**config.mk**
```make
export PLATFORM = sky130hd
export DESIGN_NAME = hybrid_task_scheduler
export DESIGN_NICKNAME = d
export VERILOG_FILES = /design/src/rtl/core/hts_pkg.sv /design/src/rtl/core/hybrid_task_scheduler.sv /design/src/rtl/core/hts_ctrl.sv /design/src/rtl/core/hts_dp.sv
export VERILOG_INCLUDE_DIRS = /design/src /design/src/rtl/core
export SDC_FILE = /design/constraint.sdc
export NUM_CORES = 1
export LEC_CHECK = 0
export ABC_AREA = 1
export BUFFER_PORTS_ARGS = -buffer_cell sky130_fd_sc_hd__buf_4
export CAP_MARGIN = 20
export CORE_MARGIN = 2
export CORE_UTILIZATION = 35
export DETAILED_ROUTE_END_ITERATION = 10
export GPL_ROUTABILITY_DRIVEN = 0
export GPL_TIMING_DRIVEN = 0
export PLACE_DENSITY_LB_ADDON = 0.15
export SLEW_MARGIN = 20
export SYNTH_ARGS = -nofsm -noshare
export SYNTH_HDL_FRONTEND = slang
export SYNTH_SLANG_ARGS = --single-unit
export TNS_END_PERCENT = 20
```
**constraint.sdc**
```tcl
create_clock -name clk_i -period 4.2 [get_ports clk_i]
set_input_delay 0.21 -clock clk_i [delete_from_list [all_inputs] [get_ports clk_i]]
set_output_delay 0.21 -clock clk_i [all_outputs]
set_load 0.05 [all_outputs]
```
**src/rtl/core/hybrid_task_scheduler_macros.svh**
```systemverilog
`ifndef HYBRID_TASK_SCHEDULER_MACROS_SVH
`define HYBRID_TASK_SCHEDULER_MACROS_SVH

// Check a property on every rising clock edge outside reset.
`define HTS_ASSERT(lbl, prop, msg) \
  lbl: assert property (@(posedge clk_i) disable iff (!rst_ni) prop) \
    else $error(msg);

// Check that a condition in one cycle implies a condition in the next cycle.
`define HTS_ASSERT_NEXT(lbl, pre, post, msg) \
  lbl: assert property (@(posedge clk_i) disable iff (!rst_ni) (pre) |=> (post)) \
    else $error(msg);

`endif

```
**src/rtl/core/hts_pkg.sv**
```systemverilog
package hts_pkg;

  localparam int TASK_SLOTS = 8;
  localparam int SLOT_IW    = (TASK_SLOTS > 1) ? $clog2(TASK_SLOTS) : 1;

  typedef enum logic [1:0] {
    REQ_ADD      = 2'd0,
    REQ_DELETE   = 2'd1,
    REQ_TICK     = 2'd2,
    REQ_DISPATCH = 2'd3
  } req_type_e;

  typedef enum logic [1:0] {
    KIND_ADD      = 2'd0,
    KIND_DELETE   = 2'd1,
    KIND_RUN      = 2'd2,
    KIND_PASS_END = 2'd3
  } result_kind_e;

  typedef enum logic [1:0] {
    STAT_OK        = 2'd0,
    STAT_FULL      = 2'd1,
    STAT_DEL_EMPTY = 2'd2
  } status_e;

  typedef enum logic [1:0] {
    ST_IDLE     = 2'd0,
    ST_SINGLE   = 2'd1,
    ST_WALK     = 2'd2,
    ST_PASS_END = 2'd3
  } hts_state_e;

  typedef struct packed {
    req_type_e   req_type;
    logic [2:0]  slot_index;
    logic [7:0]  task_tag;
    logic [15:0] start_delay;
    logic [15:0] period;
    logic        cooperative;
  } in_item_t;

  typedef struct packed {
    result_kind_e result_kind;
    logic [3:0]   result_slot;
    logic [7:0]   result_tag;
    status_e      status;
    status_e      last_error;
    logic         last;
  } out_item_t;

  // controller to datapath
  typedef struct packed {
    logic load_req;
    logic do_single;
    logic walk_step;
    logic pass_end;
  } dp_cmd_t;

  // datapath to controller
  typedef struct packed {
    logic out_free;
    logic walk_emit;
    logic ptr_last;
  } dp_sts_t;

endpackage

```
**src/rtl/core/hybrid_task_scheduler.sv**
```systemverilog
// Add and delete: request registered, then result registered once the output is free; the next request waits for it.
// Tick and dispatch: one slot per cycle over the TASK_SLOTS slots, then the pass-end result;
// each slot walk step waits while a run result is stalled.
// The slot walk of the controller sets this rate: one table entry is read and written per cycle.
// Reset clears the slot-used bits, the error code, the controller, the walk pointer and the output valid flag.
module hybrid_task_scheduler import hts_pkg::*; (
  input  logic      clk_i,
  input  logic      rst_ni,
  input  logic      in_valid_i,
  output logic      in_stall_o,
  input  in_item_t  in_data_i,
  output logic      out_valid_o,
  input  logic      out_stall_i,
  output out_item_t out_data_o
);

  dp_cmd_t cmd;
  dp_sts_t sts;

  hts_ctrl u_ctrl (
    .clk_i         (clk_i),
    .rst_ni        (rst_ni),
    .in_valid_i    (in_valid_i),
    .in_req_type_i (in_data_i.req_type),
    .sts_i         (sts),
    .in_stall_o    (in_stall_o),
    .cmd_o         (cmd)
  );

  hts_dp u_dp (
    .clk_i       (clk_i),
    .rst_ni      (rst_ni),
    .in_data_i   (in_data_i),
    .cmd_i       (cmd),
    .out_stall_i (out_stall_i),
    .sts_o       (sts),
    .out_valid_o (out_valid_o),
    .out_data_o  (out_data_o)
  );

endmodule

```
**src/rtl/core/hts_ctrl.sv**
```systemverilog
`include "hybrid_task_scheduler_macros.svh"

module hts_ctrl import hts_pkg::*; (
  input  logic      clk_i,
  input  logic      rst_ni,
  input  logic      in_valid_i,
  input  req_type_e in_req_type_i,
  input  dp_sts_t   sts_i,
  output logic      in_stall_o,
  output dp_cmd_t   cmd_o
);

  hts_state_e state_q, state_d;

  always_comb begin
    state_d = state_q;
    unique case (state_q)
      ST_IDLE: begin
        if (in_valid_i) begin
          if (in_req_type_i == REQ_ADD || in_req_type_i == REQ_DELETE) begin
            state_d = ST_SINGLE;
          end else begin
            state_d = ST_WALK;
          end
        end
      end
      ST_SINGLE: begin
        if (sts_i.out_free) begin
          state_d = ST_IDLE;
        end
      end
      ST_WALK: begin
        if ((!sts_i.walk_emit || sts_i.out_free) && sts_i.ptr_last) begin
          state_d = ST_PASS_END;
        end
      end
      ST_PASS_END: begin
        if (sts_i.out_free) begin
          state_d = ST_IDLE;
        end
      end
      default: state_d = ST_IDLE;
    endcase
  end

  always_comb begin
    cmd_o      = '0;
    in_stall_o = 1'b1;
    unique case (state_q)
      ST_IDLE: begin
        in_stall_o     = 1'b0;
        cmd_o.load_req = in_valid_i;
      end
      ST_SINGLE:   cmd_o.do_single = sts_i.out_free;
      // hold on a slot that runs until the output register can take it
      ST_WALK:     cmd_o.walk_step = !sts_i.walk_emit || sts_i.out_free;
      ST_PASS_END: cmd_o.pass_end  = sts_i.out_free;
      default: ;
    endcase
  end

  always_ff @(posedge clk_i or negedge rst_ni) begin
    if (!rst_ni) begin
      state_q <= ST_IDLE;
    end else begin
      state_q <= state_d;
    end
  end

  `HTS_ASSERT_NEXT(a_accept_busy, in_valid_i && !in_stall_o, in_stall_o,
                   "request accepted but input not stalled in the next cycle")
  `HTS_ASSERT_NEXT(a_walk_to_end, cmd_o.walk_step && sts_i.ptr_last,
                   state_q == ST_PASS_END, "last slot walked without pass end")
  `HTS_ASSERT_NEXT(a_end_to_idle, cmd_o.pass_end || cmd_o.do_single, !in_stall_o,
                   "request finished but controller not back to idle")

endmodule

```
**src/rtl/core/hts_dp.sv**
```systemverilog
`include "hybrid_task_scheduler_macros.svh"

module hts_dp import hts_pkg::*; (
  input  logic      clk_i,
  input  logic      rst_ni,
  input  in_item_t  in_data_i,
  input  dp_cmd_t   cmd_i,
  input  logic      out_stall_i,
  output dp_sts_t   sts_o,
  output logic      out_valid_o,
  output out_item_t out_data_o
);

  in_item_t               req_q;
  logic [SLOT_IW-1:0]     ptr_q;
  logic [TASK_SLOTS-1:0]  used_q;
  status_e                err_q, err_d;
  out_item_t              out_q, out_d;
  logic                   out_valid_q, out_valid_d;

  logic [7:0]  tag_q     [TASK_SLOTS];
  logic [15:0] delay_q   [TASK_SLOTS];
  logic [15:0] period_q  [TASK_SLOTS];
  logic [7:0]  pending_q [TASK_SLOTS];
  logic        coop_q    [TASK_SLOTS];

  logic [SLOT_IW-1:0] free_idx;
  logic               full;
  logic [SLOT_IW-1:0] del_idx;
  logic               del_beyond;
  logic               del_empty;
  out_item_t          single_res;

  logic        cur_used;
  logic [7:0]  cur_tag;
  logic [15:0] cur_delay;
  logic [15:0] cur_period;
  logic [7:0]  cur_pend;
  logic        cur_coop;
  logic        w_emit;
  logic        w_used;
  logic [15:0] w_delay;
  logic [7:0]  w_pend;
  logic        load_out;
  logic        add_write;

  // lowest empty slot
  always_comb begin
    free_idx = '0;
    for (int i = TASK_SLOTS - 1; i >= 0; i--) begin
      if (!used_q[i]) begin
        free_idx = SLOT_IW'(i);
      end
    end
  end

  assign full       = &used_q;
  assign del_beyond = int'(req_q.slot_index) >= TASK_SLOTS;
  assign del_idx    = SLOT_IW'(req_q.slot_index);
  assign del_empty  = del_beyond || !used_q[del_idx];
  assign add_write  = cmd_i.do_single && (req_q.req_type == REQ_ADD) && !full;

  always_comb begin
    err_d      = err_q;
    single_res = '0;
    if (req_q.req_type == REQ_ADD) begin
      if (full) begin
        err_d = STAT_FULL;
      end
      single_res.result_kind = KIND_ADD;
      single_res.result_slot = full ? 4'(TASK_SLOTS) : 4'(free_idx);
      single_res.status      = full ? STAT_FULL : STAT_OK;
    end else begin
      if (del_empty) begin
        err_d = STAT_DEL_EMPTY;
      end
      single_res.result_kind = KIND_DELETE;
      single_res.result_slot = 4'(req_q.slot_index);
      single_res.status      = del_empty ? STAT_DEL_EMPTY : STAT_OK;
    end
    single_res.result_tag = '0;
    single_res.last_error = err_d;
    single_res.last       = 1'b1;
  end

  assign cur_used   = used_q[ptr_q];
  assign cur_tag    = tag_q[ptr_q];
  assign cur_delay  = delay_q[ptr_q];
  assign cur_period = period_q[ptr_q];
  assign cur_pend   = pending_q[ptr_q];
  assign cur_coop   = coop_q[ptr_q];

  // one slot of a tick or dispatch pass
  always_comb begin
    w_emit  = 1'b0;
    w_used  = cur_used;
    w_delay = cur_delay;
    w_pend  = cur_pend;
    case (req_q.req_type)
      REQ_TICK: begin
        if (cur_used) begin
          if (cur_delay == 16'd0) begin
            if (cur_coop) begin
              if (cur_pend != 8'hFF) begin
                w_pend = cur_pend + 8'd1;
              end
            end else begin
              w_emit = 1'b1;
              if (cur_pend != 8'd0) begin
                w_pend = cur_pend - 8'd1;
              end
              if (cur_period == 16'd0) begin
                w_used = 1'b0;
              end
            end
            if (cur_period != 16'd0) begin
              w_delay = cur_period;
            end
          end else begin
            w_delay = cur_delay - 16'd1;
          end
        end
      end
      REQ_DISPATCH: begin
        if (cur_used && cur_coop && cur_pend != 8'd0) begin
          w_emit = 1'b1;
          w_pend = cur_pend - 8'd1;
          if (cur_period == 16'd0) begin
            w_used = 1'b0;
          end
        end
      end
      default: ;
    endcase
  end

  always_comb begin
    out_d    = out_q;
    load_out = 1'b0;
    if (cmd_i.do_single) begin
      out_d    = single_res;
      load_out = 1'b1;
    end else if (cmd_i.walk_step && w_emit) begin
      out_d.result_kind = KIND_RUN;
      out_d.result_slot = 4'(ptr_q);
      out_d.result_tag  = cur_tag;
      out_d.status      = STAT_OK;
      out_d.last_error  = err_q;
      out_d.last        = 1'b0;
      load_out          = 1'b1;
    end else if (cmd_i.pass_end) begin
      out_d.result_kind = KIND_PASS_END;
      out_d.result_slot = '0;
      out_d.result_tag  = '0;
      out_d.status      = STAT_OK;
      out_d.last_error  = err_q;
      out_d.last        = 1'b1;
      load_out          = 1'b1;
    end
  end

  assign out_valid_d = load_out || (out_valid_q && out_stall_i);

  assign sts_o.out_free  = !out_valid_q || !out_stall_i;
  assign sts_o.walk_emit = w_emit;
  assign sts_o.ptr_last  = (ptr_q == SLOT_IW'(TASK_SLOTS - 1));

  assign out_valid_o = out_valid_q;
  assign out_data_o  = out_q;

  always_ff @(posedge clk_i or negedge rst_ni) begin
    if (!rst_ni) begin
      used_q      <= '0;
      err_q       <= STAT_OK;
      ptr_q       <= '0;
      out_valid_q <= 1'b0;
    end else begin
      out_valid_q <= out_valid_d;
      if (cmd_i.do_single) begin
        err_q <= err_d;
      end
      if (add_write) begin
        used_q[free_idx] <= (req_q.task_tag != 8'd0);
      end else if (cmd_i.do_single && (req_q.req_type == REQ_DELETE) && !del_beyond) begin
        used_q[del_idx] <= 1'b0;
      end else if (cmd_i.walk_step) begin
        used_q[ptr_q] <= w_used;
      end
      if (cmd_i.load_req) begin
        ptr_q <= '0;
      end else if (cmd_i.walk_step) begin
        ptr_q <= sts_o.ptr_last ? '0 : ptr_q + SLOT_IW'(1);
      end
    end
  end

  always_ff @(posedge clk_i) begin
    if (cmd_i.load_req) begin
      req_q <= in_data_i;
    end
    if (load_out) begin
      out_q <= out_d;
    end
    if (add_write) begin
      tag_q[free_idx]     <= req_q.task_tag;
      delay_q[free_idx]   <= req_q.start_delay;
      period_q[free_idx]  <= req_q.period;
      pending_q[free_idx] <= 8'd0;
      coop_q[free_idx]    <= req_q.cooperative;
    end else if (cmd_i.walk_step) begin
      delay_q[ptr_q]   <= w_delay;
      pending_q[ptr_q] <= w_pend;
    end
  end

  `HTS_ASSERT(a_load_free, load_out |-> sts_o.out_free,
              "result written over an untaken result")
  `HTS_ASSERT_NEXT(a_ptr_advance, cmd_i.walk_step && !sts_o.ptr_last && !cmd_i.load_req,
                   ptr_q == $past(ptr_q) + SLOT_IW'(1), "walk pointer did not advance")
  `HTS_ASSERT_NEXT(a_full_keeps, add_write == 1'b0 && cmd_i.do_single &&
                   req_q.req_type == REQ_ADD, $stable(used_q),
                   "add on a full table changed the table")

endmodule
```
Yosys cells after proc, flatten, opt, wreduce, memory -nomap -nowiden
Memories as Yosys holds them, arrays and structs flattened.
Index checks and enable logic that the tools add are counted.
Word-level totals
  register bits: 81
  RAM bits: 392
  input port bits: 50
  output and inout bits: 21
  logic and storage cells: 166
  memories: 5
Operators by class
  add/subtract/negate cells: 4
  $lt $le $gt $ge: 6
  equality and inequality tests: 12
  multiplexer cells: 84
  bitwise gates (word level): 2
  reduce and logical (&&, ||, !) cells: 36
Memory list
  u_dp.delay_q: depth 8, bits a word 16, rd ports 1, clocked after memory_dff 0, write ports 1, line hts_dp.sv:22  | logic [15:0] delay_q [TASK_SLOTS];
  u_dp.period_q: depth 8, bits a word 16, rd ports 1, clocked after memory_dff 0, write ports 1, line hts_dp.sv:23  | logic [15:0] period_q [TASK_SLOTS];
  u_dp.pending_q: depth 8, bits a word 8, rd ports 1, clocked after memory_dff 0, write ports 1, line hts_dp.sv:24  | logic [7:0] pending_q [TASK_SLOTS];
  u_dp.tag_q: depth 8, bits a word 8, rd ports 1, clocked after memory_dff 0, write ports 1, line hts_dp.sv:21  | logic [7:0] tag_q [TASK_SLOTS];
  u_dp.coop_q: depth 8, bits a word 1, rd ports 1, clocked after memory_dff 0, write ports 1, line hts_dp.sv:25  | logic coop_q [TASK_SLOTS];
Operators by type and width (count)
  $mux W16: 5
  $mux W8: 10
  $mux W19: 3
  $mux W3: 13
  $logic_not A16 Y1: 2
  $mux W1: 31
  $mux W2: 9
  $bwmux W8: 2
  $pmux W8 S2: 1
  $reduce_bool A16 Y1: 1
  $reduce_bool A8 Y1: 2
  $reduce_or A16 Y1: 1
  $sub A16 B1 Y16 const B: 1
  $lt A3 B4 Y1 const B: 3
  $logic_and A1 B1 Y1: 11
  $demux W1 S3: 3
  $ge A3 B1 Y1 const B: 3
  $add A8 B1 Y8 const B: 1
  $and A8 B8 Y8: 1
  $eq A2 B2 Y1 const B: 4
  $ne A8 B8 Y1 const B: 1
  $not A8 Y8: 1
  $reduce_and A8 Y1: 1
  $reduce_or A8 Y1: 1
  19 further kinds: 33

Longest topological paths before layout
Gate-level depths: netlist of the first run.
  depth in word-level cells: 14
  depth in mapped cells: 26
  mapped depth without buffers: 23

Cells and area by module
From an unflattened synthesis of the first run, not the netlist that was laid out.
Unflattened totals
  cells, all modules: 2163
  area, all modules: 21585.7 um2
Modules (own cells, without submodules)
  hts_dp: instances 1, cells each 2133, area an instance 21408.0 um2, sequential area each 14043.5 um2
  hts_ctrl: instances 1, cells each 30, area an instance 177.7 um2, sequential area each 50.0 um2

Least setup slack after synthesis of the first run
Ideal clock, no wire load.
  path kind: reg-to-reg
  start: reg u_dp.ptr_q[2]
  end: mem u_dp.delay_q[2][0], enable pin
  library setup time: 405 ps
  data arrival time: 3850 ps
  data required time: 3795 ps
  setup slack: -55 ps
  stages on the path, launching flop included: 26
  buffers on the path: 3
  clock period less this slack: 4255 ps
  cell sequence: dfrtp_1 -> inv_2 -> nor2_4 -> buf_4 -> buf_6 -> nand2_1 -> inv_2 -> buf_4 -> nand2_1 -> nand2_1 -> inv_1 -> nand4_1 -> inv_1 -> ha_1 -> inv_1 -> nor2_1 -> nand2_1 -> nor2_2 -> nand3_2 -> nand2_4 -> nand2_4 -> nand2_4 -> nand2_1 -> o21ai_1 -> nand2_1 -> nor2_1
Between the ends
  word-level cells in the longest chain between the ends: 14
  elaborated cells between the ends (all ways): 23
  classes of those cells: mux (13); reduce/logical (7); memory (3)
RTL lines
  from (decl): line hts_dp.sv:15  | logic [SLOT_IW-1:0] ptr_q;
  from (signal assigned): line hts_dp.sv:192  | ptr_q <= sts_o.ptr_last ? '0 : ptr_q + SLOT_IW'(1);
  parallel branches: the longest is 14 deep, another holds $mem_v2 Z8 W16
  to (decl): line hts_dp.sv:22
Parallel ways; which one is timed is not known. The select of a mux whose other input is x is not followed.

Worst setup path after layout of the first run
  start: reg u_dp.ptr_q[1]
  end: mem u_dp.pending_q[4][1], enable pin
Between the ends
  word-level cells in the longest chain between the ends: 14
  elaborated cells between the ends (all ways): 23
  classes of those cells: mux (13); reduce/logical (7); memory (3)
RTL lines (line)
  parallel branches: the longest is 14 deep, another holds $mem_v2 Z8 W16
  to (decl): hts_dp.sv:24
Parallel ways; which one is timed is not known. The select of a mux whose other input is x is not followed.

==> flow_summary.toml, run 1 <==
[synthesis]
syn_area_sq_um = 21200
synth_warnings = 0
synthDistinctLibCells = 47
synth_nets = 2110
synthCells = 2054
avgSynthCellArea_sq_um = 10.3
ys_ff_latch = 472
synth_seq_area_share_pct = 66.4

[floorplan]
placementRows = 90
core-area_sq_um = 60100
die_w_microns = 250
die-height_microns = 250
io_pins = 71
initial_core_util_pct = 35.3
dieArea_sq_um = 62600

[cts]
htreeDepth = 2
cts_tree = "built"
clock-sinks = 472
cts-root-buf = "clkbuf_16"
numCtsBuffers = 50
clk_latency_ns = 0.62
cts_buffer_depth = 3
clkTransAtPathRegs_ns = 0.06

[setup_path]
required_ns = 4.51
r2r_cells = 27
end_kind = "flop"
path_class = "flop to flop"
worstSetupStartpointType = "flop"
worstSetupStartpoint = "u_dp.ptr_q[1]"
endpoint = "u_dp.pending_q[4][1]"
timing.rr.start = "u_dp.ptr_q[1]"
rrSetupSlack_ns = 0.17
cp.arrival_ns = 4.34
crit_fanout = 10
r2r-end = "u_dp.pending_q[4][1]"

[power]
leakagePower_uw = 0.0104
ir_drop_mv = 0.306
p_per_area_nw_per_um2 = 697

[detailed_routing]
drc = 0
drt-initial-drc-count = 1493
via_count = 15167
via_per_inst = 4.90
first_pass_iters = 6
drtAntennaViolNets = 0
wl_per_cell_microns = 20.1
wl_mm = 62.2

[cells_and_area]
drive_above_1_share_pct = 16.5
nets = 2329
area_growth_pct = 22.2
stdcell_area_sq_um = 26000
num_antenna_cells = 0

[sta]
min_period_over_period_pct = 95.9
slew_headroom_pct = 43.4
worst-slew-pin-transition_ns = 0.849
setup_viol = 0
slew_violations = 0
min_period_ns = 4.03
fin_skew_ns = 0.0452
setup_ws_ns = 0.171
rsz0062_at_grt = "yes"
fmax_mhz = 248
final_hold_viol_count = 0

[placed_design]
hpwl_mm = 41.9
place_area_sq_um = 23400
port_buffers = 70
pre_cts_ws_ns = -1.22

[global_route]
overflow = 0
track_usage_pct = 19.9
grt_pass1_wl_mm = 93.5
grt_max_degree = 23
grt_pass1_vias = 14952
antenna_found_initial = 0

[hold_path]
hp-class = "input pin to flop"

[run_status]
status = "complete, no violations"

[job]
maxCapViolations = 0
[worst min-delay path by stage]
stage / endpoint / startpoint / cells after the start / slack, ns
2_1_floorplan: u_ctrl.state_q[0] / rst_ni / 0 / -0.09
3_3_place_gp: u_dp.err_q[0] / rst_ni / 1 / 0.1
3_5_place_dp: u_dp.err_q[1] / rst_ni / 1 / 0.10
4_1_cts: u_dp.ptr_q[0] / in_valid_i / 4 / 0.11
6_report: u_dp.ptr_q[2] / in_valid_i / 4 / 0.15
5_1_grt: u_ctrl.state_q[0] / in_valid_i / 5 / 0.15
[registers in the layout, indices dropped and copies added, names as in the netlist]
| signal | flops |
|---|---|
| u_dp.del_idx | 3 |
| u_dp.out_data_o | 18 |
| u_dp.err_q | 2 |
| u_dp.coop_q | 8 |
| u_dp.used_q | 8 |
| u_dp.period_q | 128 |
| u_dp.req_q | 43 |
| u_dp.delay_q | 128 |
| u_dp.pending_q | 64 |
| u_ctrl.state_q | 2 |
| u_dp.out_valid_o | 1 |
| u_dp.tag_q | 64 |
| u_dp.ptr_q | 3 |
[worst max-delay path, stage by stage, from the launching register on]
cell and delay [ns]:
dfrtp_1 0.36, buf_4 0.25, inv_4 0.12, nor2_4 0.25, nand2_2 0.18, inv_2 0.13, clkbuf_4 0.27, nand2_1 0.07
nand2_1 0.06, inv_1 0.03, nand4_1 0.07, buf_4 0.15, inv_2 0.04, ha_1 0.16, inv_1 0.08, nor2_2 0.06
nand2_2 0.11, nor2_4 0.07, nand3_2 0.09, nand2_4 0.08, nand2_4 0.09, nand2_8 0.08, buf_6 0.18, o21ai_2 0.12
inv_2 0.11, nor2_4 0.12, buf_4 0.16, buf_6 0.19
[per-layer routing]
layer  track usage [%]  share of wire, %
met5                 0                 0
met3              2.59               4.7
met1              27.2                45
met4              5.36               2.4
met2              33.3                48
[timing repair]
| item | 4_1_cts | 5_1_grt |
|---|---|---|
| gates resized for setup | 42 | 53 |
| setup buffers | 18 | 4 |
| endpoints found under the setup margin | 428 | 396 |
| hold buffers | 50 | 0 |
| pin swaps | 9 | 9 |
| hold endpoints to repair | 65 | 0 |
| gates cloned | 1 | 2 |
[synthesized netlist by cell type, drive strengths merged]
cell type,number,share of area [%]
a21oi,50,1.2
a221oi,9,0.37
a22o,9,0.37
a22oi,11,0.39
a31oi,11,0.32
a41oi,6,0.39
buf,57,2.0
clkbuf,15,0.27
clkinv,2,0.035
dfrtp,16,1.9
edfxtp,456,64
ha,6,0.35
inv,217,3.9
nand2,749,14
nand3,101,2.4
nand3b,2,0.13
nand4,10,0.32
nor2,175,3.5
nor3,18,0.42
nor4,2,0.059
o211ai,19,0.67
o21ai,75,1.8
o22ai,8,0.24
o2bb2ai,1,0.041
o31ai,1,0.035
or2,19,0.56
or4,1,0.035
xnor2,2,0.083
xor2,6,0.25
[where the power goes]
group          internal (uW)  switching, uW  total (uW)
registers               6160            306        6470
logic                   2200           5260        7460
clock network           2300           1880        4170
[stage by stage]
step | cells | setup TNS, ns | util, % | power (uW) | hold WS (ns)
4_1_cts | 3087 | 0 | 42.8 | 18000 | 0.111
5_1_grt | 3093 | -3.71 | 43.2 | 19100 | 0.147
3_3_place_gp | 2906 | -947.97 | 37.8 | 13200 | 0.0996
3_5_place_dp | 2929 | -384.41 | 38.8 | 13500 | 0.102
6_report | 3093 | 0 | 43.2 | 18100 | 0.151
2_1_floorplan | 2054 | -8.04 | - | 10900 | -0.0856
[cells in the final DEF (no fill, tap or decap), types with 6 or more instances in the layout]
cell           Yosys  final
nor2_1           160    133
clkbuf_1          15     16
o211ai_1          19     19
buf_6             17     20
a221oi_1           9      9
a21oi_1           50     44
ha_1               6      6
o21ai_1           11      8
clkbuf_16          0     52
nand2_4            6      7
nand4_1            9      9
a31oi_1           11      6
o21ai_0           60     59
inv_1            196    194
buf_12             0     14
nor3_1            18     16
buf_4             14     99
buf_2             23     21
a22o_1             9      9
nor2_4             6     25
a21oi_2            0      6
clkinv_1           2      9
dfrtp_1           16     15
o21ai_2            4      8
clkinv_2           0     14
dlygate4sd3_1      0     50
inv_2             18     18
nand2_1          738    724
edfxtp_1         456    456
a22oi_1           11     11
or2_2             10     10
nand2_2            5     16
xor2_1             6      6
buf_16             0     12
nor2_2             8     16
nand3_1          100    100
o22ai_1            8      8
[final cells by class]
type,count,area (sq um)
Inverter,219,842
Clock buffer,60,1310
Clock inverter,30,219
Multi-Input combinational cell,1291,6140
Tap cell,782,978
Sequential cell,472,14100
Buffer,72,559
Fill cell,5723,34200
Timing Repair Buffer,167,1810
[cells by family after synthesis]
group           Yosys count  share of synthesized area (%)
fa+ha+maj                 6                          0.354
buf+inv                 291                           6.16
simple gates           1077                           20.9
flops                   472                           66.4
xor+xnor                  8                          0.330
compound gates          200                           5.85
No activity file was read; power rests on OpenSTA's default activity.
==> run 2, diff against run 1 <==
Settings changed: PLACE_DENSITY from default to 0.59, PLACE_DENSITY_LB_ADDON 0.15 to default, SETUP_SLACK_MARGIN from default to 0.15.
==> flow_summary.toml, run 2 (synthesized netlist as in run 1, its figures left out) <==
[setup_path]
cp_top_family = "buffers and inverters"
rrSetupSlack_ns = 0.20
required_ns = 4.52
slowest_stage = "dfrtp_1"
path_class = "flop to flop"
path_cells = "buf_6, inv_8, buf_12, buf_12, buf_12, nand2_4, inv_4, a21oi_1, nand4_2, inv_4, ha_1, nand2_1, nor2_2, nand2_4, nand3b_4, nand2_4, nand2_4, nand2_8, buf_6, o21ai_2, inv_2, nor2_4, bufbuf_16"
cp_num_buf_inv = 10
crit_fanout = 10
worstSetupStartpointType = "flop"
max_stage_delay_ns = 0.36
end_kind = "flop"
cp.arrival_ns = 4.32
crit_top_cell = "nand2_4"

[floorplan]
die_w_microns = 250
dieArea_sq_um = 62600
die-height_microns = 250
initial_core_util_pct = 35.3
io_pins = 71
core-area_sq_um = 60100
placementRows = 90

[cells_and_area]
num_antenna_cells = 0
multi_input_area_sq_um = 6140
final_cell_mix = "nand2_1 (726), edfxtp_1 (456), inv_1 (195)"
final_common_cell = "nand2_1"
seq_area_sq_um = 14100
filler_cell_count = 5498
area_growth_pct = 23.2
nets = 2340
drive_above_1_share_pct = 16.7
largest_registers = "u_dp.delay_q (128), u_dp.period_q (128)"

[power]
power_uw = 18300
pwr-share-seq_pct = 35.4
switching_share_pct = 40.7
p_switching_uw = 7420
leakagePower_uw = 0.0105
ir_drop_mv = 0.356
comb_power_share_pct = 41.3
p_clk_share_pct = 23.3
internal_power_uw = 10800
p_per_area_nw_per_um2 = 698

[global_route]
grt_pass1_vias = 15258
grt_max_degree = 23
antenna_found_initial = 0
track_usage_pct = 19.3
grt_pass1_wl_mm = 91.8
overflow = 0

[cts]
clock-sinks = 472
cts_tree = "built"
numCtsBuffers = 48
cts-root-buf = "clkbuf_16"
clkTransAtPathRegs_ns = 0.06
clk_latency_ns = 0.62
htreeDepth = 2
cts_buffer_depth = 3

[sta]
final_hold_viol_count = 0
min_period_ns = 4.00
fmax_mhz = 250
fin_tns_setup_ns = 0
slew_violations = 0
min_period_over_period_pct = 95.3
fin_skew_ns = 0.0280
rsz0062_at_grt = "yes"
setup_viol = 0
slew_headroom_pct = 46.8
worst-slew-pin-transition_ns = 0.794

[detailed_routing]
via_count = 15692
drt-initial-drc-count = 1658
first_pass_iters = 6
drc = 0
wl_per_cell_microns = 19.8
wl_mm = 61.3
via_per_inst = 5.05
drtAntennaViolNets = 0

[hold_path]
hp-class = "input pin to async pin"

[placed_design]
port_buffers = 70
hpwl_mm = 40.5

[job]
maxCapViolations = 0

[run_status]
status = "complete, no violations"
## run 2: cell types whose count changed in the layout (fill, tap and decap cells not counted), moves of 3 or more
cell | before | now
buf_4 | 99 | 111
nor2_1 | 133 | 141
nor2_2 | 16 | 8
buf_12 | 14 | 21
nand2_2 | 16 | 12
buf_16 | 12 | 9
bufinv_16 | 1 | 4
clkbuf_4 | 5 | 2
## run 2: stage by stage
step           cell area, sq um  hold slack, ns  utilization [%]  worst slack (ns)  std cells
2_1_floorplan             21200         -0.0856                -           -0.0547       2054
3_3_place_gp              22700          0.0969             37.8             -2.75       2906
3_5_place_dp              23300          0.0990             38.7             -1.16       2927
4_1_cts                   25800         0.00483             42.9             0.130       3087
5_1_grt                   26200          0.0514             43.5            0.0953       3105
6_report                  26200          0.0203             43.5             0.198       3105
## run 2: layout make-up
cell class,count,area share (%)
sequential,472,53.9
tap,782,3.74
inverter,219,3.24
clock buffer,56,4.79
timing repair buffer,181,7.41
multi-input combinational,1291,23.5
clock inverter,33,1.14
buffer,71,2.31
## run 2: final timing paths
check                              startpoint                   to  depth (start not counted)
worst max-delay path            u_dp.ptr_q[0]  u_dp.delay_q[3][13]                         23
worst min-delay path                   rst_ni       u_dp.used_q[7]                          2
worst max register to register  u_dp.ptr_q[0]  u_dp.delay_q[3][13]                         23
worst min register to register  u_dp.err_q[1]        u_dp.err_q[1]                          2
max in group asynchronous              rst_ni        u_dp.ptr_q[2]                          2
min in group clk_i                 in_valid_i        u_dp.ptr_q[2]                          4
## run 2: power groups by stage
stage | clock [uW] | sequential [uW] | combinational, uW
after global placement | 0 | 6570 | 6410
after floorplan | 0 | 6640 | 4240
after detailed placement | 0 | 6560 | 6740
final | 4260 | 6460 | 7540
after global routing | 4510 | 6510 | 8190
after CTS | 4330 | 6450 | 7160
## run 2: routing by layer
metal  part of all wire [%]  global-route usage [%]  vias up
li1                       -                       -     7323
met1                     44                    26.9     7609
met2                     46                    30.6      649
met5                      0                       0        -
met4                    2.5                    5.68        0
met3                    7.7                    3.94      111
## run 2: timing repair
item / CTS / global route
gates cloned: 1 / 2
gates resized for setup: 62 / 44
buffers inserted: 22 / 17
setup endpoints to repair: 429 / 402
hold buffers: 48 / 0
endpoints found under the hold margin: 65 / 0
pin swaps: 14 / 11
